## config.mk

```make
export PLATFORM = sky130hd
export DESIGN_NAME = vumb_queue
export DESIGN_NICKNAME = d
export VERILOG_FILES = /design/src/sv/vumb_pkg.sv /design/src/sv/vumb_queue.sv
export SDC_FILE = /design/constraint.sdc
export NUM_CORES = 1
export LEC_CHECK = 0
export BUFFER_PORTS_ARGS = -buffer_cell sky130_fd_sc_hd__buf_2
export CORE_AREA = 2 2 107 109
export CTS_CLUSTER_SIZE = 40
export DETAILED_ROUTE_END_ITERATION = 12
export DIE_AREA = 0 0 109 111
export GPL_TIMING_DRIVEN = 0
export HOLD_SLACK_MARGIN = 0.08
export PLACE_DENSITY = 0.79
export SYNTH_ARGS = -nofsm -noshare
export SYNTH_HDL_FRONTEND = slang
export SYNTH_SLANG_ARGS = --single-unit
```

## constraint.sdc

```tcl
create_clock -name clk -period 2.8 [get_ports clk]
set_clock_uncertainty 0.15 [all_clocks]
set_input_delay 0.56 -clock clk [delete_from_list [all_inputs] [get_ports clk]]
set_output_delay 0.56 -clock clk [all_outputs]
set_load 0.05 [all_outputs]
```

## src/sv/vumb_pkg.sv

```systemverilog
// ----------------------------------------------------------------------------
// vumb_pkg - shared definitions for the VU meter bar driver
// Field widths, register indexes, codes, colours and the types that travel
// between the front end, the job queue and the back end.
// ----------------------------------------------------------------------------
`default_nettype none

package vumb_pkg;

  // Default geometry
  localparam int STRIP_LEDS_DEF    = 64;
  localparam int PALETTE_DEPTH_DEF = 256;

  // Field widths
  localparam int KIND_W   = 2;
  localparam int LEVEL_W  = 16;
  localparam int SLOT_W   = 8;
  localparam int COLOR_W  = 24;
  localparam int INDEX_W  = 6;
  localparam int BRIGHT_W = 8;
  localparam int LEN_W    = 7;
  localparam int SECS_W   = 16;
  localparam int PSIZE_W  = 9;
  localparam int MODE_W   = 2;
  localparam int REGIDX_W = 3;
  localparam int CFGDAT_W = 24;
  localparam int EXP_W    = 4;
  localparam int FRAC_W   = 8;
  localparam int L8_W     = EXP_W + FRAC_W;
  localparam int THR_W    = 18;
  localparam int MANT_W   = 32;
  localparam int PCT_W    = 13;

  // Full scale of the log domain: 15 octaves in Q.8
  localparam int FULL_LOG = 3840;

  // Input kinds
  localparam logic [KIND_W-1:0] KIND_LEVEL   = 2'd0;
  localparam logic [KIND_W-1:0] KIND_TICK    = 2'd1;
  localparam logic [KIND_W-1:0] KIND_PALETTE = 2'd2;

  // Colour modes
  localparam logic [MODE_W-1:0] MODE_FIXED    = 2'd0;
  localparam logic [MODE_W-1:0] MODE_SEQUENCE = 2'd1;
  localparam logic [MODE_W-1:0] MODE_KEEP     = 2'd2;
  localparam logic [MODE_W-1:0] MODE_GRADIENT = 2'd3;

  // Register indexes
  localparam logic [REGIDX_W-1:0] REG_COLOR_MODE      = 3'd0;
  localparam logic [REGIDX_W-1:0] REG_FIXED_COLOR     = 3'd1;
  localparam logic [REGIDX_W-1:0] REG_LIT_BRIGHTNESS  = 3'd2;
  localparam logic [REGIDX_W-1:0] REG_FIRST_LED       = 3'd3;
  localparam logic [REGIDX_W-1:0] REG_BAR_LENGTH      = 3'd4;
  localparam logic [REGIDX_W-1:0] REG_RECOLOR_SECONDS = 3'd5;
  localparam logic [REGIDX_W-1:0] REG_PALETTE_SIZE    = 3'd6;

  // Gradient band limits in percent of the bar, and the full percentage
  localparam int GRAD_RED_PCT    = 85;
  localparam int GRAD_ORANGE_PCT = 80;
  localparam int GRAD_YELLOW_PCT = 75;
  localparam int GRAD_LIME_PCT   = 70;
  localparam int PCT_FULL        = 100;

  localparam logic [COLOR_W-1:0] COL_RED    = 24'hFF0000;
  localparam logic [COLOR_W-1:0] COL_ORANGE = 24'hFF8000;
  localparam logic [COLOR_W-1:0] COL_YELLOW = 24'hFFFF00;
  localparam logic [COLOR_W-1:0] COL_LIME   = 24'h80FF00;
  localparam logic [COLOR_W-1:0] COL_GREEN  = 24'h00FF00;

  // Reset values
  localparam logic [COLOR_W-1:0] LIVE_COLOUR_RST = 24'h0000FF;

  // Job queue depth between front and back end
  localparam int QUEUE_DEPTH = 2;

  typedef struct packed {
    logic [MODE_W-1:0]   mode_sel;
    logic [COLOR_W-1:0]  fixed_color;
    logic [BRIGHT_W-1:0] lit_brightness;
    logic [INDEX_W-1:0]  first_led;
    logic [LEN_W-1:0]    bar_length;
    logic [SECS_W-1:0]   recolor_seconds;
    logic [PSIZE_W-1:0]  palette_size;
  } cfg_regs_t;

  typedef struct packed {
    logic [INDEX_W-1:0]  start;
    logic [LEN_W-1:0]    len;
    logic [THR_W-1:0]    thr;       // L8 * len
    logic                lit_en;    // level is non-zero
    logic [BRIGHT_W-1:0] bright;
    logic                cw;        // colour write
    logic                grad;      // gradient colouring
    logic [COLOR_W-1:0]  color;
  } job_t;

endpackage

`default_nettype wire

```

## src/sv/vumb_queue.sv

```systemverilog
// ----------------------------------------------------------------------------
// vumb_queue - short job queue between front and back end
// A small register FIFO of bar jobs with valid/ready on both sides.
// ----------------------------------------------------------------------------
`default_nettype none

module vumb_queue (
  input  wire logic           clk,
  input  wire logic           rst,
  input  wire logic           push_valid,
  output logic                push_ready,
  input  wire vumb_pkg::job_t push_data,
  output logic                pop_valid,
  input  wire logic           pop_ready,
  output vumb_pkg::job_t      pop_data
);
  import vumb_pkg::*;

  localparam int PW = (QUEUE_DEPTH > 1) ? $clog2(QUEUE_DEPTH) : 1;
  localparam int CW = $clog2(QUEUE_DEPTH + 1);

  job_t          slots [QUEUE_DEPTH];
  logic [PW-1:0] wptr;
  logic [PW-1:0] rptr;
  logic [CW-1:0] count;
  logic          push_fire;
  logic          pop_fire;

  assign push_ready = (count != CW'(QUEUE_DEPTH));
  assign pop_valid  = (count != '0);
  assign pop_data   = slots[rptr];
  assign push_fire  = push_valid && push_ready;
  assign pop_fire   = pop_valid && pop_ready;

  always_ff @(posedge clk) begin
    if (push_fire) begin
      slots[wptr] <= push_data;
    end
  end

  always_ff @(posedge clk) begin
    if (rst) begin
      wptr  <= '0;
      rptr  <= '0;
      count <= '0;
    end else begin
      if (push_fire) begin
        wptr <= (wptr == PW'(QUEUE_DEPTH - 1)) ? '0 : wptr + PW'(1);
      end
      if (pop_fire) begin
        rptr <= (rptr == PW'(QUEUE_DEPTH - 1)) ? '0 : rptr + PW'(1);
      end
      if (push_fire && !pop_fire) begin
        count <= count + CW'(1);
      end else if (pop_fire && !push_fire) begin
        count <= count - CW'(1);
      end
    end
  end

  a_count_bound: assert property (@(posedge clk) disable iff (rst)
    count <= CW'(QUEUE_DEPTH))
    else $error("job queue overfilled");

  a_count_up: assert property (@(posedge clk) disable iff (rst)
    (push_fire && !pop_fire) |=> (count == $past(count) + CW'(1)))
    else $error("job queue lost a pushed job");

endmodule

`default_nettype wire

```

[After elaboration in Yosys (flattened, before gate mapping)]
Memory sizes are Yosys's and may differ from the RTL's. A register that Yosys moved wholly into a read port is not among the register bits.
Index checks and enable logic that the tools add are counted.
Word-level totals
  bits in registers: 4
  memories: 1
  input port bits: 70
  bits in latches: 0
  memory bits (read-only): 0
  RAM bits: 132
Operators by class
  equality and inequality tests: 1
  reduce and logical (&&, ||, !) cells: 8
  shift-type cells: 0
  bitwise logic cells: 0
  div/mod/pow operators: 0
  $add $sub $neg: 4
  multipliers: 0
  magnitude comparators: 0
  multiplexer cells: 8
Memory list
  slots: words 2, width 66, read ports 1, clocked after memory_dff 1, write ports 1, line vumb_queue.sv:22  | job_t slots [QUEUE_DEPTH];
Operator list (number)
  1-bit two-way mux: 6
  1-bit logical AND: 4
  2-bit two-way mux: 2
  2-bit nonzero test: 2
  1-bit adder, second input constant: 2
  2-bit by 1-bit adder with 2-bit output, second input constant: 1
  1-bit logical NOT: 2
  2-bit inequality test, second input constant: 1
  2-bit by 1-bit subtractor with 2-bit output, second input constant: 1

[Logic depth before layout (Yosys ltp)]
Gate-level depths: netlist (run 1).
  depth after elaboration: 6
  depth in mapped cells: 6

[Worst setup path after synthesis (run 1)]
Ideal clock, no wire load.
  kind: reg2reg
  start point: reg count[0]
  end point: mem slots[1][0] in the netlist's numbering (enable)
  library setup time: 431 ps
  cell stages (with the launch flop): 3
  arrival time: 2583 ps
  setup slack: -364 ps
  buffers on the path: 0
  data required time: 2219 ps
  path through: dfxtp_1 -> nand2b_1 -> and3_1
On the way
  longest elaborated chain between the ends: 4
RTL lines
  from (decl): line vumb_queue.sv:25  | logic [CW-1:0] count;
  from (signal assigned): line vumb_queue.sv:54  | count <= count + CW'(1);
  from (signal assigned): line vumb_queue.sv:56  | count <= count - CW'(1);
  2-bit inequality test: line vumb_queue.sv:29  | assign push_ready = (count != CW'(QUEUE_DEPTH));
  via push_ready: line vumb_queue.sv:11  | output logic push_ready,
  1-bit logical AND: line vumb_queue.sv:32  | assign push_fire = push_valid && push_ready;
  1-bit two-way mux: line vumb_queue.sv:36  | if (push_fire) begin
  1-bit two-way mux (not written as such): line vumb_queue.sv:37  | slots[wptr] <= push_data;
  to (decl): line vumb_queue.sv:22
The timed path passes the listed nets, and every way through them passes these cells.

==> flow_summary.ini, run 1 <==
[clock_network]
htree_levels = 4
post_cts_buffers = 0
cts_resized = 0
numCtsBuffers = 17
clock_path_buffers = 2
cts.hold.buffers_added = 0
clk_latency_ns = 0.41
clock-sinks = 137
cts_root_buffer = clkbuf_16
tritoncts = yes
clkTransAtPathRegs_ns = 0.06

[sta]
finalCriticalPeriod_ns = 2.42
drv_slew = 0
setup_viol = 0
fin_ws_ns = 0.377
rsz0062_at_grt = false
maxSlewHeadroom_pct = 38.7
maxClockFrequency_mhz = 413
tightest_slew_ns = 0.920
finalHoldViolations = 0
tns_ns = 0
fin_crit_sh_pct = 86.5

[pwr]
ir_drop_mv = 0.807
clockPowerShare_pct = 31.3
cellPowerDensity_nw_per_um2 = 1110
p_seq_share_pct = 36.5
power_uw = 7210
p_leak_uw = 0.00244
swShare_pct = 34.7
power.switching_uw = 2510
power_frac_comb_pct = 32.2
power.internal_uw = 4710

[detailed_routing]
drt_pass1_iterations = 4
ant_nets = 0
routed_wl_mm = 8.34
wl_per_cell_um = 15.4
vias_per_cell = 4.77
drc = 0
vias = 2587
drtIter0Drc = 69

[floorplanning]
dieArea_um2 = 12100
die_w_um = 109
initial_utilization_pct = 45.1
die_h_um = 111
pin_count = 138
rows = 39
core-area_um2 = 11100

[synthesis]
ys_seq_elements = 137
avgSynthCellArea_um2 = 21.8
synth-warning-count = 0
synth_compound_area_share_pct = 0.602
yosysUniqueCellTypes = 19
synth_nets = 300
synthAdderAreaFrac_pct = 0.251
synthXorXnorAreaFrac_pct = 0.526
synth.cell_area_um2 = 4990
ys_seq_area_share_pct = 81.4
synth-simple-area-share_pct = 1.00
synth_top_family_by_area = multiplexers
synthMuxAreaShare_pct = 14.9
netlist_instances = 229

[cells_and_area]
layout.nets = 457
final_cell_mix = buf_2, edfxtp_1, mux2_2, clkbuf_16, dfxtp_1
finish.utilization_pct = 58.6
drive_gt1_share_pct = 60.7
stdcell_count = 542
final_common_cell = buf_2
num_antenna_cells = 0
area_growth_pct = 30.1

[global_route]
grt_pass1_vias = 2774
grt_max_degree = 67
gr-total-overflow = 0
grt_pass1_wl_mm = 13.0
track_usage_pct = 14.5
antenna_found_initial = 0

[min_path]
hp-class = in -> reg

[placed_design]
hpwl_mm = 5.40
pre_cts_ws_ns = 0.428
port_buffers = 137
gp_congestion = 0.693
dp_cells = 510

[setup_path]
path_max_fanout = 10
critPathCaptureType = output pin
start_kind = register
crit_arrival_ns = 1.71
cp.required_ns = 2.09
crit_type = reg -> out

[flow_run]
drv_cap = 0

[run_status]
status = finished clean
cells in the mapped netlist (all sizes together):
master  number  share of area, %
a21bo        1              0.20
a21oi        2              0.20
and2         1              0.13
and3         1              0.13
buf          7               1.3
dfxtp        5               2.0
edfxtp     132                79
ha           1              0.25
inv          1             0.075
mux2        66                15
nand2b       1              0.13
nand3b       1              0.15
nor2         3              0.23
o21ai        2              0.20
or2          1              0.13
or3          1              0.13
xor2         3              0.53
critical path, stage by stage (launching register included):
cell and delay, ns:
dfxtp_1 0.34, buf_4 0.22, buf_6 0.18, mux2_2 0.35
buf_2 0.22
registers in the layout (all words and copies together) (netlist names), named ones only:
| register | count |
|---|---|
| wptr | 1 |
| count | 2 |
| rptr | 1 |
| slots | 132 |
power groups by stage:
stage	combinational, uW	sequential [uW]	clock, uW
2_1_floorplan	1850	2660	0
3_3_place_gp	2310	2670	0
3_5_place_dp	2350	2670	0
4_1_cts	2360	2630	2310
5_1_grt	2440	2660	2410
6_report	2320	2630	2260
final cells by class:
| cell class | count | area [um2] |
|---|---|---|
| buffer | 7 | 62.6 |
| clock buffer | 18 | 429 |
| clock inverter | 14 | 180 |
| fill | 893 | 4580 |
| inverter | 1 | 7.51 |
| multi-input combinational | 84 | 867 |
| sequential | 137 | 4060 |
| tap | 143 | 179 |
| timing repair buffer | 138 | 706 |
metrics by stage:
step,hold WS (ns),cell area (um2)
6_report,0.187,6490
5_1_grt,0.169,6490
3_5_place_dp,0.341,5890
4_1_cts,0.172,6490
2_1_floorplan,0.321,5000
3_3_place_gp,0.336,5860
metal layers:
metal	vias up	share of wire, %	global-route usage [%]
met2	91	51	23.7
met5	-	0	0
met3	10	6.9	5.76
li1	1223	-	-
met4	0	1.3	5.38
met1	1263	41	17.0
worst paths after layout:
path	slack, ns	endpoint	startpoint	cells after the start
setup / recovery	0.38	pop_data[44]	register	4
hold / removal	0.19	slots[1][55]	push_data[55]	1
setup reg to reg	0.57	slots[0][18]	count[0]	4
hold reg to reg	0.35	register	rptr	2
kinds of logic after synthesis:
family / after synthesis
buffers and inverters: 8
and+or+nand+nor: 9
muxes: 66
adders and majority gates: 1
AOI/OAI and AO/OA: 5
xor gates and xnor gates: 3
DFF: 137
Power figures use the tool's default switching activity.
==> inputs of run 2 (changes only) <==
--- a/constraint.sdc
+++ b/constraint.sdc
@@ -4,2 +4,2 @@
 set_output_delay 0.56 -clock clk [all_outputs]
-set_load 0.05 [all_outputs]
+set_load 0.02 [all_outputs]
==> flow_summary.ini, run 2 (synthesis gave the netlist of run 1 again) <==
[pwr]
cellPowerDensity_nw_per_um2 = 986
p_leak_uw = 0.00243
ir_drop_mv = 0.599

[setup_path]
path_max_fanout = 10
cpPeakStageDelay_ns = 0.35
critPathCaptureType = output pin
start_kind = register
crit_arrival_ns = 1.66
cp.required_ns = 2.09
path_cells = buf_4 > buf_6 > mux2_2 > buf_2
crit_type = reg -> out
crit_slowest_cell = mux2_2

[clock_network]
clock-sinks = 137
cts_resized = 0
cts_root_buffer = clkbuf_16
clock_path_buffers = 2
post_cts_buffers = 0
numCtsBuffers = 17
clk_latency_ns = 0.40
htree_levels = 4
clkTransAtPathRegs_ns = 0.05
tritoncts = yes
cts.hold.buffers_added = 0

[placed_design]
hpwl_mm = 5.34
port_buffers = 137
gp_congestion = 0.716
place_area_um2 = 5860
pre_cts_ws_ns = 0.718

[detailed_routing]
ant_nets = 0
vias = 2565
vias_per_cell = 4.74
routed_wl_mm = 8.37
drt_pass1_iterations = 4
drtIter0Drc = 82
wl_per_cell_um = 15.5
drc = 0

[cells_and_area]
final_common_cell = buf_2
layout.nets = 456
num_antenna_cells = 0
reg.largest.list = slots: 132 flops, count: 2 flops
design_area_um2 = 6440
final_cell_mix = buf_2, edfxtp_1, mux2_2, clkbuf_16, dfxtp_1
largest_reg_flops = 132
regMostFlops = slots
area_growth_pct = 29.0
drive_gt1_share_pct = 60.8

[global_route]
grt_pass1_wl_mm = 13.0
grt_max_degree = 67
grt_pass1_vias = 2763
track_usage_pct = 14.4
antenna_found_initial = 1
gr-total-overflow = 0

[sta]
rsz0062_at_grt = false
finalHoldViolations = 0
hold_ws_ns = 0.197
maxSlewHeadroom_pct = 37.4
finalCriticalPeriod_ns = 2.37
maxClockFrequency_mhz = 423
fin_crit_sh_pct = 84.5
fin_ws_ns = 0.435
drv_slew = 0
setup_viol = 0
tightest_slew_ns = 0.939

[floorplanning]
core-area_um2 = 11100
dieArea_um2 = 12100
pin_count = 138
initial_utilization_pct = 45.1
die_h_um = 111
rows = 39
die_w_um = 109

[flow_run]
drv_cap = 0

[run_status]
status = finished clean

[min_path]
hp-class = in -> reg
==> run 2: cell types whose count changed in the layout (fill, tap and decap cells not counted), moves of 2 or more <==
cell / previous run / this run
clkinv_4: 2 / 0
clkinv_2: 1 / 4
clkbuf_8: 0 / 3
bufinv_16: 4 / 2
clkbuf_1: 1 / 4
clkinv_1: 4 / 0
clkinvlp_4: 4 / 2
==> run 2: critical path: cells and delay by family (launching register included) <==
family | cells | cell delay (ns)
buf+inv | 3 | 0.56
mux | 1 | 0.35
flops | 1 | 0.34
==> run 2: layout make-up <==
| cell class | instances | area, um2 |
|---|---|---|
| clock buffer | 24 | 482 |
| clock inverter | 8 | 95.1 |
| sequential | 137 | 4060 |
| buffer | 7 | 62.6 |
| fill | 885 | 4640 |
| timing repair buffer | 137 | 686 |
| tap | 143 | 179 |
| inverter | 1 | 6.26 |
| multi-input combinational | 84 | 867 |
==> run 2: through the flow <==
| stage | instances | power (uW) | util, % | TNS, ns |
|---|---|---|---|---|
| floorplan | 229 | 3790 | - | 0 |
| global placement | 509 | 4270 | 52.9 | -32.98 |
| detailed placement | 509 | 4290 | 52.9 | 0 |
| CTS | 541 | 6440 | 58.1 | 0 |
| global route | 541 | 6630 | 58.1 | 0 |
| finish | 541 | 6350 | 58.1 | 0 |
==> run 2: final timing paths <==
check | from | end | slack, ns | depth (start not counted)
hold / removal | push_data[0] | slots[0][0] | 0.20 | 1
setup / recovery | register | pop_data[28] | 0.43 | 4
setup reg to reg | count[0] | slots[1][48] | 0.77 | 2
hold reg to reg | rptr | register | 0.36 | 2
==> run 2: metal layers <==
metal / vias up / global-route usage (%) / part of all wire [%]
met2: 86 / 24.8 / 54
met1: 1243 / 15.6 / 38
li1: 1220 / - / -
met5: - / 0 / 0.13
met4: 2 / 5.64 / 1.3
met3: 14 / 5.88 / 7.0
==> run 2: power by group <==
| group | switching (uW) | total [uW] | internal [uW] |
|---|---|---|---|
| combinational | 931 | 1580 | 649 |
| clock | 757 | 2130 | 1380 |
| sequential | 68.6 | 2640 | 2570 |
==> inputs of run 3 (changes only) <==
CORE_AREA = 2 2 103 105   (was 2 2 107 109)
DIE_AREA = 0 0 105 107   (was 0 0 109 111)
PLACE_DENSITY = 0.81   (was 0.79)
clock period = 2.4 ns   (was 2.8 ns; I/O delays follow)
==> flow_summary.ini, run 3 (synthesis gave the netlist of run 1 again) <==
[run_status]
status = finished clean

[pwr]
cellPowerDensity_nw_per_um2 = 1110
power_frac_comb_pct = 25.6
p_seq_share_pct = 38.3
swShare_pct = 26.9
p_leak_uw = 0.00279
power.switching_uw = 2170
ir_drop_mv = 0.647
power.internal_uw = 5880
clockPowerShare_pct = 36.1

[min_path]
hp-class = in -> reg
hold_end = wptr
hold_depth = 3
worstHoldStart = push_valid

[setup_path]
crit_type = reg -> out
crit_arrival_ns = 1.68
critPathCaptureType = output pin
path_max_fanout = 10
r2r_slack_ns = 0.23
cp.required_ns = 1.77
start_kind = register
r2r_start = count[0]
r2r_cells = 3
r2r-end = slots[0][52]

[clock_network]
clkTransAtPathRegs_ns = 0.06
clock-sinks = 137
tritoncts = yes
clk_latency_ns = 0.51
cts_root_buffer = clkbuf_8
htree_levels = 4
clock_path_buffers = 2
numCtsBuffers = 17

[floorplanning]
pin_count = 138
core-area_um2 = 10100
dieArea_um2 = 11200
die_h_um = 107
initial_utilization_pct = 49.5
die_w_um = 105
rows = 37

[placed_design]
gp_congestion = 0.698
port_buffers = 137
hpwl_mm = 5.48
place_area_um2 = 5880
pre_cts_ws_ns = 0.103

[sta]
finalCriticalPeriod_ns = 2.31
fin_crit_sh_pct = 96.3
drv_slew = 0
tightest_slew_ns = 0.918
maxSlewHeadroom_pct = 38.8
finalHoldViolations = 0
setup_viol = 0
rsz0062_at_grt = true
fin_ws_ns = 0.0894
maxClockFrequency_mhz = 433

[global_route]
gr-usage-met1_pct = 20.9
grt_pass1_wl_mm = 15.5
track_usage_pct = 18.4
antenna_found_initial = 1
use_met3_pct = 6.44
grt_max_degree = 67
gr-total-overflow = 0
gr-max-usage-layer = met2
met2_usage_pct = 31.8
grt_pass1_vias = 3141

[flow_run]
drv_cap = 0

[detailed_routing]
drtIter0Drc = 112
ant_nets = 0
vias = 2911
drc = 0
wl_per_cell_um = 16.6
drt_pass1_iterations = 4
routed_wl_mm = 10.1
vias_per_cell = 4.78

[cells_and_area]
final_common_cell = buf_2
design_area_um2 = 7280
regMostFlops = slots
finish.utilization_pct = 72.1
largest_reg_flops = 132
area_growth_pct = 45.8
reg.largest.list = slots: 132 flops, count: 2 flops
layout.nets = 530
final_cell_mix = buf_2, edfxtp_1, dlygate4sd3_1, mux2_2, clkbuf_16
drive_gt1_share_pct = 53.0
==> run 3: changes by cell type in the layout (fill, tap and decap cells not counted), sizes merged <==
cell | before | now
dlygate4sd3 | 0 | 67
clkinv | 4 | 6
inv | 1 | 0
diode | 0 | 1
bufinv | 2 | 7
clkbuf | 24 | 19
clkinvlp | 2 | 3
buf | 144 | 149
==> run 3: power groups by stage <==
stage | Clock, uW | Sequential (uW) | Combinational [uW]
CTS | 2950 | 3080 | 2000
floorplan | 0 | 3100 | 1320
detailed placement | 0 | 3120 | 1900
global placement | 0 | 3110 | 1850
finish | 2900 | 3090 | 2060
global route | 3050 | 3120 | 2210
==> run 3: timing repair <==
item	CTS	global route
cloned	0	2
buffers inserted	0	4
hold buffers	67	0
resized for setup	1	5
setup endpoints to repair	37	81
endpoints found under the hold margin	137	0
==> run 3: final cells by class <==
class,count,area (um2)
diodes,1,2.50
plain buffers,7,80.1
clock buffers,18,418
clock inverters,14,251
fillers,637,2810
inverters,1,7.51
multi-input cells,84,867
flip-flops and latches,137,4070
well taps,136,170
repair buffers,210,1410
repair inverters,1,5.00
==> run 3: worst max-delay path by stage <==
| stage | start | end | slack [ns] |
|---|---|---|---|
| global placement | push_valid | slots[0][27] | -0.37 |
| CTS | register | pop_data[10] | 0.001 |
| detailed placement | push_valid | slots[0][27] | 0.10 |
| global route | register | pop_data[40] | -0.009 |
| floorplan | count[0] | slots[0][0] | 0.08 |
| finish | register | pop_data[38] | 0.09 |
==> run 3: through the flow <==
step	std cells	TNS, ns	total power, uW	hold WS (ns)
2_1_floorplan	229	0	4420	0.321
3_3_place_gp	502	-26.54	4970	0.334
3_5_place_dp	503	0	5020	0.347
4_1_cts	602	0	8030	0.121
5_1_grt	609	-0.0103	8380	0.162
6_report	609	0	8050	0.157
==> run 3: metal layers <==
| metal | vias to the layer above | share of wire, % |
|---|---|---|
| li1 | 1370 | - |
| met1 | 1412 | 40 |
| met2 | 120 | 53 |
| met3 | 9 | 6.5 |
| met4 | 0 | 1.0 |
| met5 | - | 0 |
==> run 3: critical path, cell delays in order, from the launching register on <==
cell and delay, ns:
dfxtp_2 0.35, buf_6 0.15, buf_6 0.16, mux2_2 0.35
buf_2 0.16
