--- src/sv/vumb_pkg.sv ---
// ----------------------------------------------------------------------------
// vumb_pkg - shared definitions for the VU meter bar driver
// Field widths, register indexes, codes, colours and the types that travel
// between the front end, the job queue and the back end.
// ----------------------------------------------------------------------------
`default_nettype none

package vumb_pkg;

  // Default geometry
  localparam int STRIP_LEDS_DEF    = 64;
  localparam int PALETTE_DEPTH_DEF = 256;

  // Field widths
  localparam int KIND_W   = 2;
  localparam int LEVEL_W  = 16;
  localparam int SLOT_W   = 8;
  localparam int COLOR_W  = 24;
  localparam int INDEX_W  = 6;
  localparam int BRIGHT_W = 8;
  localparam int LEN_W    = 7;
  localparam int SECS_W   = 16;
  localparam int PSIZE_W  = 9;
  localparam int MODE_W   = 2;
  localparam int REGIDX_W = 3;
  localparam int CFGDAT_W = 24;
  localparam int EXP_W    = 4;
  localparam int FRAC_W   = 8;
  localparam int L8_W     = EXP_W + FRAC_W;
  localparam int THR_W    = 18;
  localparam int MANT_W   = 32;
  localparam int PCT_W    = 13;

  // Full scale of the log domain: 15 octaves in Q.8
  localparam int FULL_LOG = 3840;

  // Input kinds
  localparam logic [KIND_W-1:0] KIND_LEVEL   = 2'd0;
  localparam logic [KIND_W-1:0] KIND_TICK    = 2'd1;
  localparam logic [KIND_W-1:0] KIND_PALETTE = 2'd2;

  // Colour modes
  localparam logic [MODE_W-1:0] MODE_FIXED    = 2'd0;
  localparam logic [MODE_W-1:0] MODE_SEQUENCE = 2'd1;
  localparam logic [MODE_W-1:0] MODE_KEEP     = 2'd2;
  localparam logic [MODE_W-1:0] MODE_GRADIENT = 2'd3;

  // Register indexes
  localparam logic [REGIDX_W-1:0] REG_COLOR_MODE      = 3'd0;
  localparam logic [REGIDX_W-1:0] REG_FIXED_COLOR     = 3'd1;
  localparam logic [REGIDX_W-1:0] REG_LIT_BRIGHTNESS  = 3'd2;
  localparam logic [REGIDX_W-1:0] REG_FIRST_LED       = 3'd3;
  localparam logic [REGIDX_W-1:0] REG_BAR_LENGTH      = 3'd4;
  localparam logic [REGIDX_W-1:0] REG_RECOLOR_SECONDS = 3'd5;
  localparam logic [REGIDX_W-1:0] REG_PALETTE_SIZE    = 3'd6;

  // Gradient band limits in percent of the bar, and the full percentage
  localparam int GRAD_RED_PCT    = 85;
  localparam int GRAD_ORANGE_PCT = 80;
  localparam int GRAD_YELLOW_PCT = 75;
  localparam int GRAD_LIME_PCT   = 70;
  localparam int PCT_FULL        = 100;

  localparam logic [COLOR_W-1:0] COL_RED    = 24'hFF0000;
  localparam logic [COLOR_W-1:0] COL_ORANGE = 24'hFF8000;
  localparam logic [COLOR_W-1:0] COL_YELLOW = 24'hFFFF00;
  localparam logic [COLOR_W-1:0] COL_LIME   = 24'h80FF00;
  localparam logic [COLOR_W-1:0] COL_GREEN  = 24'h00FF00;

  // Reset values
  localparam logic [COLOR_W-1:0] LIVE_COLOUR_RST = 24'h0000FF;

  // Job queue depth between front and back end
  localparam int QUEUE_DEPTH = 2;

  typedef struct packed {
    logic [MODE_W-1:0]   mode_sel;
    logic [COLOR_W-1:0]  fixed_color;
    logic [BRIGHT_W-1:0] lit_brightness;
    logic [INDEX_W-1:0]  first_led;
    logic [LEN_W-1:0]    bar_length;
    logic [SECS_W-1:0]   recolor_seconds;
    logic [PSIZE_W-1:0]  palette_size;
  } cfg_regs_t;

  typedef struct packed {
    logic [INDEX_W-1:0]  start;
    logic [LEN_W-1:0]    len;
    logic [THR_W-1:0]    thr;       // L8 * len
    logic                lit_en;    // level is non-zero
    logic [BRIGHT_W-1:0] bright;
    logic                cw;        // colour write
    logic                grad;      // gradient colouring
    logic [COLOR_W-1:0]  color;
  } job_t;

endpackage

`default_nettype wire

--- src/sv/vumb_if.sv ---
// ----------------------------------------------------------------------------
// vumb_if - channel interfaces of the VU meter bar driver
// Sample input channel, LED result channel and configuration write channel.
// ----------------------------------------------------------------------------
`default_nettype none


interface vumb_out_if;
  import vumb_pkg::*;

  logic                valid;
  logic                ready;
  logic [INDEX_W-1:0]  led_index;
  logic [COLOR_W-1:0]  led_color;
  logic                color_write;
  logic [BRIGHT_W-1:0] led_brightness;
  logic                last;

  modport source (output valid, led_index, led_color, color_write, led_brightness, last,
                  input ready);
  modport sink   (input valid, led_index, led_color, color_write, led_brightness, last,
                  output ready);
endinterface


`default_nettype wire

--- src/sv/vumb_back.sv ---
// ----------------------------------------------------------------------------
// vumb_back - LED result sequencer
// Walks the bar of the job at the head of the queue into a registered result
// stage, one LED per cycle while the result channel keeps up.
// ----------------------------------------------------------------------------
`default_nettype none

module vumb_back (
  input  wire logic           clk,
  input  wire logic           rst,
  input  wire logic           pop_valid,
  output logic                pop_ready,
  input  wire vumb_pkg::job_t head,
  vumb_out_if.source          result
);
  import vumb_pkg::*;

  logic [INDEX_W-1:0]  led_cnt;
  logic                load;
  logic                at_end;
  logic                lit;
  logic [PCT_W-1:0]    pct_i;
  logic [PCT_W-1:0]    len_p;
  logic [COLOR_W-1:0]  grad_color;
  logic [COLOR_W-1:0]  color_w;

  assign load      = pop_valid && (!result.valid || result.ready);
  assign at_end    = (LEN_W'(led_cnt) + LEN_W'(1)) == head.len;
  assign pop_ready = load && at_end;

  // Lit when i * FULL_LOG <= L8 * len
  assign lit = head.lit_en && ((THR_W'(led_cnt) * THR_W'(FULL_LOG)) <= head.thr);

  // floor(100*i/len) > N is the same as 100*i >= (N+1)*len
  always_comb begin
    pct_i = PCT_W'(led_cnt) * PCT_W'(PCT_FULL);
    len_p = PCT_W'(head.len);
    if (pct_i >= PCT_W'(GRAD_RED_PCT + 1) * len_p) begin
      grad_color = COL_RED;
    end else if (pct_i >= PCT_W'(GRAD_ORANGE_PCT + 1) * len_p) begin
      grad_color = COL_ORANGE;
    end else if (pct_i >= PCT_W'(GRAD_YELLOW_PCT + 1) * len_p) begin
      grad_color = COL_YELLOW;
    end else if (pct_i >= PCT_W'(GRAD_LIME_PCT + 1) * len_p) begin
      grad_color = COL_LIME;
    end else begin
      grad_color = COL_GREEN;
    end
    if (head.grad) begin
      color_w = grad_color;
    end else if (head.cw) begin
      color_w = head.color;
    end else begin
      color_w = '0;
    end
  end

  always_ff @(posedge clk) begin
    if (rst) begin
      result.valid <= 1'b0;
      led_cnt      <= '0;
    end else begin
      if (load) begin
        result.valid <= 1'b1;
        led_cnt      <= at_end ? '0 : led_cnt + INDEX_W'(1);
      end else if (result.ready) begin
        result.valid <= 1'b0;
      end
    end
  end

  always_ff @(posedge clk) begin
    if (load) begin
      result.led_index      <= head.start + led_cnt;
      result.led_color      <= color_w;
      result.color_write    <= head.cw;
      result.led_brightness <= lit ? head.bright : '0;
      result.last           <= at_end;
    end
  end

  a_cnt_in_bar: assert property (@(posedge clk) disable iff (rst)
    pop_valid |-> (LEN_W'(led_cnt) < head.len))
    else $error("LED counter ran past the bar of the head job");

endmodule

`default_nettype wire

--- src/flat_wrapper.sv ---
// flat-port wrapper written by rule: the top's interface ports become plain ports
module vumb_back_flat import vumb_pkg::*;
  (clk, rst, pop_valid, pop_ready, head, result_valid, result_led_index, result_led_color, result_color_write, result_led_brightness, result_last, result_ready);
  vumb_out_if result_i ();
  input  wire logic clk;
  input  wire logic rst;
  input  wire logic pop_valid;
  output logic pop_ready;
  input  wire vumb_pkg::job_t head;
  output wire logic [$bits(result_i.valid)-1:0] result_valid;
  output wire logic [$bits(result_i.led_index)-1:0] result_led_index;
  output wire logic [$bits(result_i.led_color)-1:0] result_led_color;
  output wire logic [$bits(result_i.color_write)-1:0] result_color_write;
  output wire logic [$bits(result_i.led_brightness)-1:0] result_led_brightness;
  output wire logic [$bits(result_i.last)-1:0] result_last;
  input wire logic [$bits(result_i.ready)-1:0] result_ready;
  assign result_valid = result_i.valid;
  assign result_led_index = result_i.led_index;
  assign result_led_color = result_i.led_color;
  assign result_color_write = result_i.color_write;
  assign result_led_brightness = result_i.led_brightness;
  assign result_last = result_i.last;
  assign result_i.ready = result_ready;
  vumb_back u_core (.clk(clk), .rst(rst), .pop_valid(pop_valid), .pop_ready(pop_ready), .head(head), .result(result_i));
endmodule
--- config.mk ---
export PLATFORM = sky130hd
export DESIGN_NAME = vumb_back_flat
export DESIGN_NICKNAME = d
export VERILOG_FILES = /design/src/sv/vumb_pkg.sv /design/src/sv/vumb_if.sv /design/src/sv/vumb_back.sv /design/src/flat_wrapper.sv
export SDC_FILE = /design/constraint.sdc
export NUM_CORES = 1
export LEC_CHECK = 0
export ABC_CLOCK_PERIOD_IN_PS = 11200
export BUFFER_PORTS_ARGS = -buffer_cell sky130_fd_sc_hd__buf_2
export CAP_MARGIN = 20
export CORE_MARGIN = 1
export CORE_UTILIZATION = 35
export CTS_BUF_LIST = sky130_fd_sc_hd__clkbuf_8
export CTS_CLUSTER_DIAMETER = 200
export DETAILED_ROUTE_END_ITERATION = 16
export PLACE_DENSITY = 0.57
export SETUP_SLACK_MARGIN = 0.3
export SKIP_CTS_REPAIR_TIMING = 1
export SLEW_MARGIN = 20
export SYNTH_ARGS = -nofsm -noshare
export SYNTH_HDL_FRONTEND = slang
export SYNTH_SLANG_ARGS = --single-unit
export TNS_END_PERCENT = 20
--- constraint.sdc ---
create_clock -name clk -period 11.2 [get_ports clk]
set_input_delay 2.24 -clock clk [delete_from_list [all_inputs] [get_ports clk]]
set_output_delay 2.24 -clock clk [all_outputs]
set_load 0.03 [all_outputs]
Word level (Yosys, flattened, before mapping)
Cells that the tools add are included.
{"block": "totals", "ff_bits": 47, "latchBits": 0, "ram_bits": 0, "mem_bits_ro": 0, "in_bits": 70, "output_inout_bits": 42, "mem_count": 0}
{"block": "op_classes", "add_sub_neg": 3, "mul": 6, "div": 0, "order_cmp": 5, "eq_ne": 1, "n_shift": 0, "muxes": 9, "bitwise": 0, "n_reduce_logical": 6}
{"op": "two-way mux 24 bit", "n": 6}
{"op": ">= comparator 13 bit", "n": 4}
{"op": "multiplier 7 x 7 -> 13 bit, first input constant", "n": 2}
{"op": "less-or-equal comparator 18 bit", "n": 1}
{"op": "multiplier 6 x 7 -> 12 bit, first input constant", "n": 1}
{"op": "multiplier 5 x 7 -> 11 bit, first input constant", "n": 1}
{"op": "multiplier 6 x 5 -> 11 bit, second input constant", "n": 1}
{"op": "multiplier 6 x 4 -> 10 bit, second input constant", "n": 1}
{"op": "adder 6 x 1 -> 7 bit, second input constant", "n": 1}
{"op": "equality test 7 bit", "n": 1}
{"op": "adder 6 x 1 -> 6 bit, second input constant", "n": 1}
{"op": "adder 6 bit", "n": 1}
{"op": "two-way mux 6 bit", "n": 1}
{"op": "logical AND 1 bit", "n": 3}
{"op": "two-way mux 1 bit", "n": 2}
{"op": "nonzero test 2 bit", "n": 1}
{"op": "zero test 1 bit", "n": 1}
{"op": "logical OR 1 bit", "n": 1}

Depth between registers and ports, before layout
Gate-level depths: netlist of run 1.
{"block": "depth", "depth_word": 7, "mapped_depth": 19, "ltp_nobuf": 19}

Worst setup path before layout of run 1
Ideal clock, no wire load.
{"block": "synth_timing", "path_type": "input to register", "startpoint": "input port head[56] (netlist bit)", "endpoint": "register u_core.result.led_color[16], data pin", "arrival_time_ps": 6226, "required_time_ps": 10946, "setup_slack_ps": 4720, "stages": 19, "cell_sequence": "ha_1 > ha_1 > inv_1 > fa_1 > inv_1 > ha_1 > a21o_1 > a21oi_2 > o22ai_1 > or4_1 > o311ai_1 > xor2_1 > ha_1 > a21oi_1 > nand2_1 > a221oi_1 > nand2_1 > o31a_1 > a21o_1"}
{"block": "synth_between", "elab_chain_len": 6}
{"item": "start: declaration", "line_no": "flat_wrapper.sv:9", "rtl": "input wire vumb_pkg::job_t head;"}
{"item": "multiplier 5 x 7 -> 11 bit", "line_no": "vumb_back.sv:42", "rtl": "end else if (pct_i >= PCT_W'(GRAD_YELLOW_PCT + 1) * len_p) begin"}
{"item": ">= comparator 13 bit", "line_no": "vumb_back.sv:42"}
{"item": "two-way mux 24 bit", "line_no": "vumb_back.sv:42"}
{"item": "two-way mux 24 bit", "line_no": "vumb_back.sv:40", "rtl": "end else if (pct_i >= PCT_W'(GRAD_ORANGE_PCT + 1) * len_p) begin"}
{"item": "two-way mux 24 bit *", "line_no": "vumb_back.sv:38", "rtl": "if (pct_i >= PCT_W'(GRAD_RED_PCT + 1) * len_p) begin"}
{"item": "two-way mux 24 bit *", "line_no": "vumb_back.sv:49", "rtl": "if (head.grad) begin"}
{"item": "named net u_core.color_w[16]", "line_no": "vumb_back.sv:25", "rtl": "logic [COLOR_W-1:0] color_w;"}
{"item": "end signal: assignment", "line_no": "vumb_back.sv:75", "rtl": "result.led_color <= color_w;"}
{"item": "end: declaration", "line_no": "vumb_if.sv:19", "rtl": "modport source (output valid, led_index, led_color, color_write, led_brightness, last,"}
The timed path passes the listed nets; every way through them passes the cells marked *.
A chain may end at the register's enable or synchronous reset.

Worst setup path in the final report of run 1
{"block": "layout_timing", "startpoint": "input port head[57] (netlist bit)", "endpoint": "register u_core.result.led_color[23], data pin"}
{"block": "layout_between", "elab_chain_len": 7}
{"item": "multiplier 7 x 7 -> 13 bit", "line_no": "vumb_back.sv:44", "rtl": "end else if (pct_i >= PCT_W'(GRAD_LIME_PCT + 1) * len_p) begin"}
{"item": ">= comparator 13 bit", "line_no": "vumb_back.sv:44"}
{"item": "two-way mux 24 bit", "line_no": "vumb_back.sv:44"}
{"item": "two-way mux 24 bit", "line_no": "vumb_back.sv:42"}
{"item": "two-way mux 24 bit", "line_no": "vumb_back.sv:40"}
{"item": "two-way mux 24 bit *", "line_no": "vumb_back.sv:38"}
{"item": "two-way mux 24 bit *", "line_no": "vumb_back.sv:49"}
{"item": "named net u_core.color_w[23]", "line_no": "vumb_back.sv:25"}
Marks and branches as above.

==> impl_metrics.ini, run 1 <==
[route]
wire_per_inst_um = 14.8
drtIter0Drc = 184
viasPerCell = 4.91
via_count = 4887
wirelength_um = 14700
drtAntennaViolNets = 0
dr.pass1.iters = 4
drcViolationCount = 0

[floorplan]
die_h_um = 137
core_area_um2 = 18000
ios = 112
start_util = 0.357
rows = 49
design.die.area_um2 = 18900
die_width_um = 137

[logic_synthesis]
async_reset_ff_frac = 0
synth-edff-count = 40
syn_inst = 646
ys_warn_count = 0
yosys.cell_types.count = 52
syn_area_um2 = 6420
synth_seq_cells = 47
synth.avg_cell_area_um2 = 9.94
synth_top_flop_cell = edfxtp_1
synth_fp_nets = 922
yosysSeqAreaShare = 0.209

[worst_hold_path]
hold_path.class = reg2reg
min-delay-start = u_core.result.valid
min_to = u_core.result.valid
hold_depth = 2

[critical_path]
timing.rr.start = u_core.led_cnt[1]
critPathCaptureType = flip-flop
critPathMaxFanout = 12
worstSetupPathType = in2reg
worstSetupStartpointType = input pin
r2r_setup_slack_ns = 5.61
path_delay_family = adder cells
reg2reg_depth = 18
cp_slowest_cell = fa_1
worstReg2RegEnd = u_core.result.led_color[19]
crit_top_cell = ha_1
path_cells = buf_2 > ha_1 > ha_1 > inv_1 > fa_1 > inv_1 > ha_1 > a21o_1 > a21oi_2 > o22ai_1 > or4_1 > o311ai_1 > xor2_1 > ha_1 > a21oi_1 > nand2_1 > a221oi_1 > nand2_1 > nor3b_2 > a31oi_1
worstPathArrival_ns = 6.89
cp_num_buf_inv = 3
slowest_delay_ns = 0.58
worst_ep_required_time_ns = 11.23

[sta]
setup-violations-final = 0
tightest_slew_ns = 0.903
holdWs_ns = 0.502
hold_viol = 0
max_freq_mhz = 146
slew_headroom = 0.390
min_period_ns = 6.86
finalMaxSlewViolations = 0
setup_slack_ns = 4.34
fin_setup_tns_ns = 0
grt_setup_unrepaired = no
period_share = 0.612
skew_ns = 0.00792

[status]
status = finished clean

[clock_network]
clk_pin_slew_worst_paths_ns = 0.09
h-tree-depth = 2
cts_tree = yes
cts_buffers = 5
clock-root-buffer = clkbuf_8
clock_latency_ns = 0.30
clock-sinks = 47
ctsLongestPathBuffers = 2

[power_and_ir_drop]
p_leak_nw = 3.98
power_density_nw_per_um2 = 99.3
ir_drop_mv = 0.121
p_total_mw = 0.734

[place]
place_ws_ns = 3.94
place.gp.congestion = 0.784
dpl_cell_area_um2 = 7280
port_buffers = 111
place_hpwl_um = 12500

[grt]
gr-total-overflow = 0
antenna_found_initial = 0
grt_first_pass_wirelength_um = 23700
grt_max_degree = 48
grtUsageTotal = 0.161
grt_pass1_vias = 4838

[cells_and_area]
final_area_um2 = 7400
fin_nets = 1042
syn_to_final_growth_pct = 15.2
drive_gt1_frac = 0.171
n_antenna_cell = 0

[run]
max-cap-violations = 0
worst min-delay path, cell delays in order (launching register included):
cell and delay [ns]:
dfxtp_1 0.31, nand2b_1 0.08, a21oi_1 0.06
cells in the mapped netlist, drive strengths merged (6+ instances only):
master | number | share of area
a21o | 28 | 0.033
a21oi | 39 | 0.032
a31oi | 6 | 0.0058
and2 | 17 | 0.017
dfxtp | 7 | 0.022
edfxtp | 40 | 0.19
fa | 27 | 0.084
ha | 179 | 0.35
inv | 89 | 0.052
nand2 | 20 | 0.012
nand2b | 6 | 0.0058
nand3 | 9 | 0.0070
nand4 | 6 | 0.0058
nor2 | 29 | 0.017
nor2b | 7 | 0.0068
nor3 | 6 | 0.0047
o21ai | 17 | 0.013
xnor2 | 35 | 0.048
xor2 | 23 | 0.031
cell families (layout without fill, tap and decap cells):
kind of cell / Yosys count / in the layout / synth area share
compound gates: 125 / 125 / 0.128
xor+xnor: 58 / 58 / 0.0791
fa+ha+maj: 206 / 206 / 0.433
buf+inv: 92 / 213 / 0.0538
flops: 47 / 47 / 0.209
simple gates: 118 / 118 / 0.0969
layout by cell type (no fill, tap or decap), drive strengths merged, types with 4 or more instances in the layout:
cell and n:
ha 179, buf 115, inv 89, edfxtp 40
a21oi 39, xnor2 35, nor2 29, a21o 28
fa 27, xor2 23, nand2 20, and2 17
o21ai 17, nand3 9, nor2b 7, dfxtp 7
nand2b 6, a31oi 6, nor3 6, nand4 6
clkbuf 5, o211ai 4, a211oi 4, or2 4
a21boi 4
sequential cells by signal, indices dropped and copies added, names as in the netlist:
signal / count
u_core.result.led_color: 24
u_core.result.led_index: 6
u_core.result.led_brightness: 8
u_core.led_cnt: 6
u_core.result.color_write: 1
u_core.result.last: 1
u_core.result.valid: 1
worst max-delay path by stage:
stage | start | slack [ns] | depth (start not counted) | endpoint
detailed placement | head[57] | 3.94 | 20 | u_core.result.led_color[23]
global route | head[57] | 3.97 | 20 | u_core.result.led_color[23]
floorplan | head[56] | 4.72 | 19 | u_core.result.led_color[16]
CTS | head[57] | 4.29 | 20 | u_core.result.led_color[23]
finish | head[57] | 4.34 | 20 | u_core.result.led_color[23]
global placement | head[57] | 4.04 | 20 | u_core.result.led_color[23]
power breakdown:
group / switching, mW / internal [mW]
clock network: 0.0563 / 0.0664
logic: 0.230 / 0.173
registers: 0.00397 / 0.204
total: 0.291 / 0.443
metal layers:
layer  share of wire  vias up  global-route usage
met2            0.46      111               0.286
met5               0        -                   0
met1            0.48     2238               0.208
li1                -     2530                   -
met3           0.054        8              0.0221
met4          0.0088        0              0.0287
stage by stage:
stage                     std cells  utilization
final                           996        0.412
after global placement          988        0.405
after CTS                       996        0.412
after global routing            996        0.412
after floorplan                 646            -
after detailed placement        988        0.405
layout make-up:
type	instances	area, um^2
well taps	229	287
fillers	1812	10600
repair buffers	115	586
inverters	90	338
clock buffers	5	68.8
clock inverters	3	43.8
flip-flops and latches	47	1340
multi-input cells	507	4730
Power figures use the tool's default switching activity.
==> inputs of run 2 (changes only) <==
--- a/config.mk
+++ b/config.mk
@@ -5,7 +5,7 @@
 export SDC_FILE = /design/constraint.sdc
 export NUM_CORES = 1
 export LEC_CHECK = 0
-export ABC_CLOCK_PERIOD_IN_PS = 11200
+export ABC_CLOCK_PERIOD_IN_PS = 6500
 export BUFFER_PORTS_ARGS = -buffer_cell sky130_fd_sc_hd__buf_2
 export CAP_MARGIN = 20
 export CORE_MARGIN = 1
==> constraint.sdc (replaced) <==
create_clock -name clk -period 6.5 [get_ports clk]
set_input_delay 1.3 -clock clk [delete_from_list [all_inputs] [get_ports clk]]
set_output_delay 1.3 -clock clk [all_outputs]
set_load 0.03 [all_outputs]
==> run 2 against run 1 <==
Against the previous run: clock skew up 0.0022 ns; critical endpoint is now u_core.result.led_color[22]; core utilization rose by 0.30 points; critical path type unchanged; flip-flop and latch count unchanged; non-clock buffer count increased by 8; via count grew 1.0%; worst hold slack got worse by 0.0025 ns; wire length down 0.61%; largest power group unchanged.
==> impl_metrics.ini, run 2 (synthesis gave the netlist of run 1 again) <==
[floorplan]
design.die.area_um2 = 18900
core_area_um2 = 18000
ios = 112
die_width_um = 137
start_util = 0.357
die_h_um = 137
rows = 49

[sta]
period_share = 0.901
fin_setup_tns_ns = 0
tightest_slew_ns = 0.898
max_freq_mhz = 171
finalMaxSlewViolations = 0
grt_setup_unrepaired = no
setup-violations-final = 0
min_period_ns = 5.86
slew_headroom = 0.393
setup_slack_ns = 0.641
hold_viol = 0
skew_ns = 0.0101

[cells_and_area]
largest_reg_flops = 24
syn_to_final_growth_pct = 16.1
reg.largest.list = u_core.result.led_color (24), u_core.result.led_brightness (8)
final_cells = 1004
final_cell_mix = ha_1, buf_2, inv_1, edfxtp_1, a21oi_1
fin_nets = 1050
final_area_um2 = 7450
n_antenna_cell = 0
final_common_cell = ha_1
top_register = u_core.result.led_color
drive_gt1_frac = 0.177

[grt]
busiest_layer = met2
gr-total-overflow = 0
grt_first_pass_wirelength_um = 23400
use_met3 = 0.0132
grt_pass1_vias = 4758
use_met2 = 0.280
grt_max_degree = 47
grtUsageTotal = 0.159
grt.met1_usage = 0.210
antenna_found_initial = 0

[clock_network]
clk_pin_slew_worst_paths_ns = 0.08
h-tree-depth = 2
clock-sinks = 47
cts_buffers = 5
clock-root-buffer = clkbuf_8
clock_latency_ns = 0.30
ctsLongestPathBuffers = 2
cts_tree = yes

[worst_hold_path]
hold_depth = 2
hold_path.class = reg2reg
min-delay-start = u_core.result.valid
min_to = u_core.result.valid

[critical_path]
worstReg2RegEnd = u_core.result.led_color[22]
critPathCaptureType = flip-flop
timing.rr.start = u_core.led_cnt[1]
worstSetupPathType = in2reg
worstSetupStartpointType = input pin
worstPathArrival_ns = 5.92
reg2reg_depth = 18
critPathMaxFanout = 11
r2r_setup_slack_ns = 1.45
worst_ep_required_time_ns = 6.56

[status]
status = finished clean

[power_and_ir_drop]
p_leak_nw = 4.03
ir_drop_mv = 0.163
power_density_nw_per_um2 = 169

[route]
drtIter0Drc = 120
wire_per_inst_um = 14.6
drcViolationCount = 0
via_count = 4937
dr.pass1.iters = 4
wirelength_um = 14600
drtAntennaViolNets = 0
viasPerCell = 4.92

[place]
place_hpwl_um = 12600
dpl_cell_area_um2 = 7340
port_buffers = 111
dp_cells = 996
place_ws_ns = 0.290
place.gp.congestion = 0.769

[run]
max-cap-violations = 0
-- run 2: cell count changes in the layout (fill, tap and decap cells not counted) --
cell      delta
clkinv_4     -1
clkinv_2     -1
buf_4        +8
inv_1        +2
-- run 2: area by class of cell --
cell class,instances,area [um^2]
flip-flops and latches,47,1340
fillers,1806,10500
multi-input cells,507,4730
repair buffers,123,646
clock buffers,5,68.8
well taps,229,287
clock inverters,3,37.5
inverters,90,338
-- run 2: how the worst max path moves through the flow --
stage,startpoint,endpoint,slack [ns],depth (start not counted)
after detailed placement,head[56],u_core.result.led_color[21],0.29,20
final,head[56],u_core.result.led_color[22],0.64,20
after floorplan,head[56],u_core.result.led_color[16],0.96,19
after global routing,head[56],u_core.result.led_color[21],0.31,20
after global placement,head[56],u_core.result.led_color[18],0.36,20
after CTS,head[56],u_core.result.led_color[21],0.61,20
-- run 2: metal layers --
metal | vias up | part of all wire | wire (um)
li1 | 2553 | - | -
met1 | 2257 | 0.48 | 7070
met2 | 117 | 0.46 | 6670
met3 | 10 | 0.053 | 770
met4 | 0 | 0.0085 | 124
met5 | - | 0 | 0
-- run 2: stage by stage --
stage           util  hold WS (ns)  total power, mW
4_1_cts        0.415         0.506             1.28
6_report       0.415         0.500             1.26
3_5_place_dp   0.409         0.491             1.07
2_1_floorplan      -         0.617            0.883
5_1_grt        0.415         0.552             1.39
3_3_place_gp   0.409         0.489             1.07
-- run 2: power breakdown --
| group | internal, mW | total [mW] | switching, mW |
|---|---|---|---|
| registers | 0.352 | 0.359 | 0.00629 |
| logic | 0.301 | 0.701 | 0.399 |
| clock network | 0.112 | 0.202 | 0.0902 |
-- run 2: worst max-delay path, stage by stage --
cell	delay [ns]
buf_2	0.26
ha_1	0.29
ha_1	0.28
inv_1	0.05
fa_1	0.58
inv_1	0.06
ha_1	0.29
a21o_1	0.19
a21oi_2	0.17
o22ai_1	0.12
or4_1	0.40
o311ai_1	0.11
xor2_1	0.18
ha_1	0.27
a21oi_1	0.15
nand2_1	0.07
a221oi_1	0.41
nand2_1	0.15
o31a_1	0.40
a21o_1	0.19
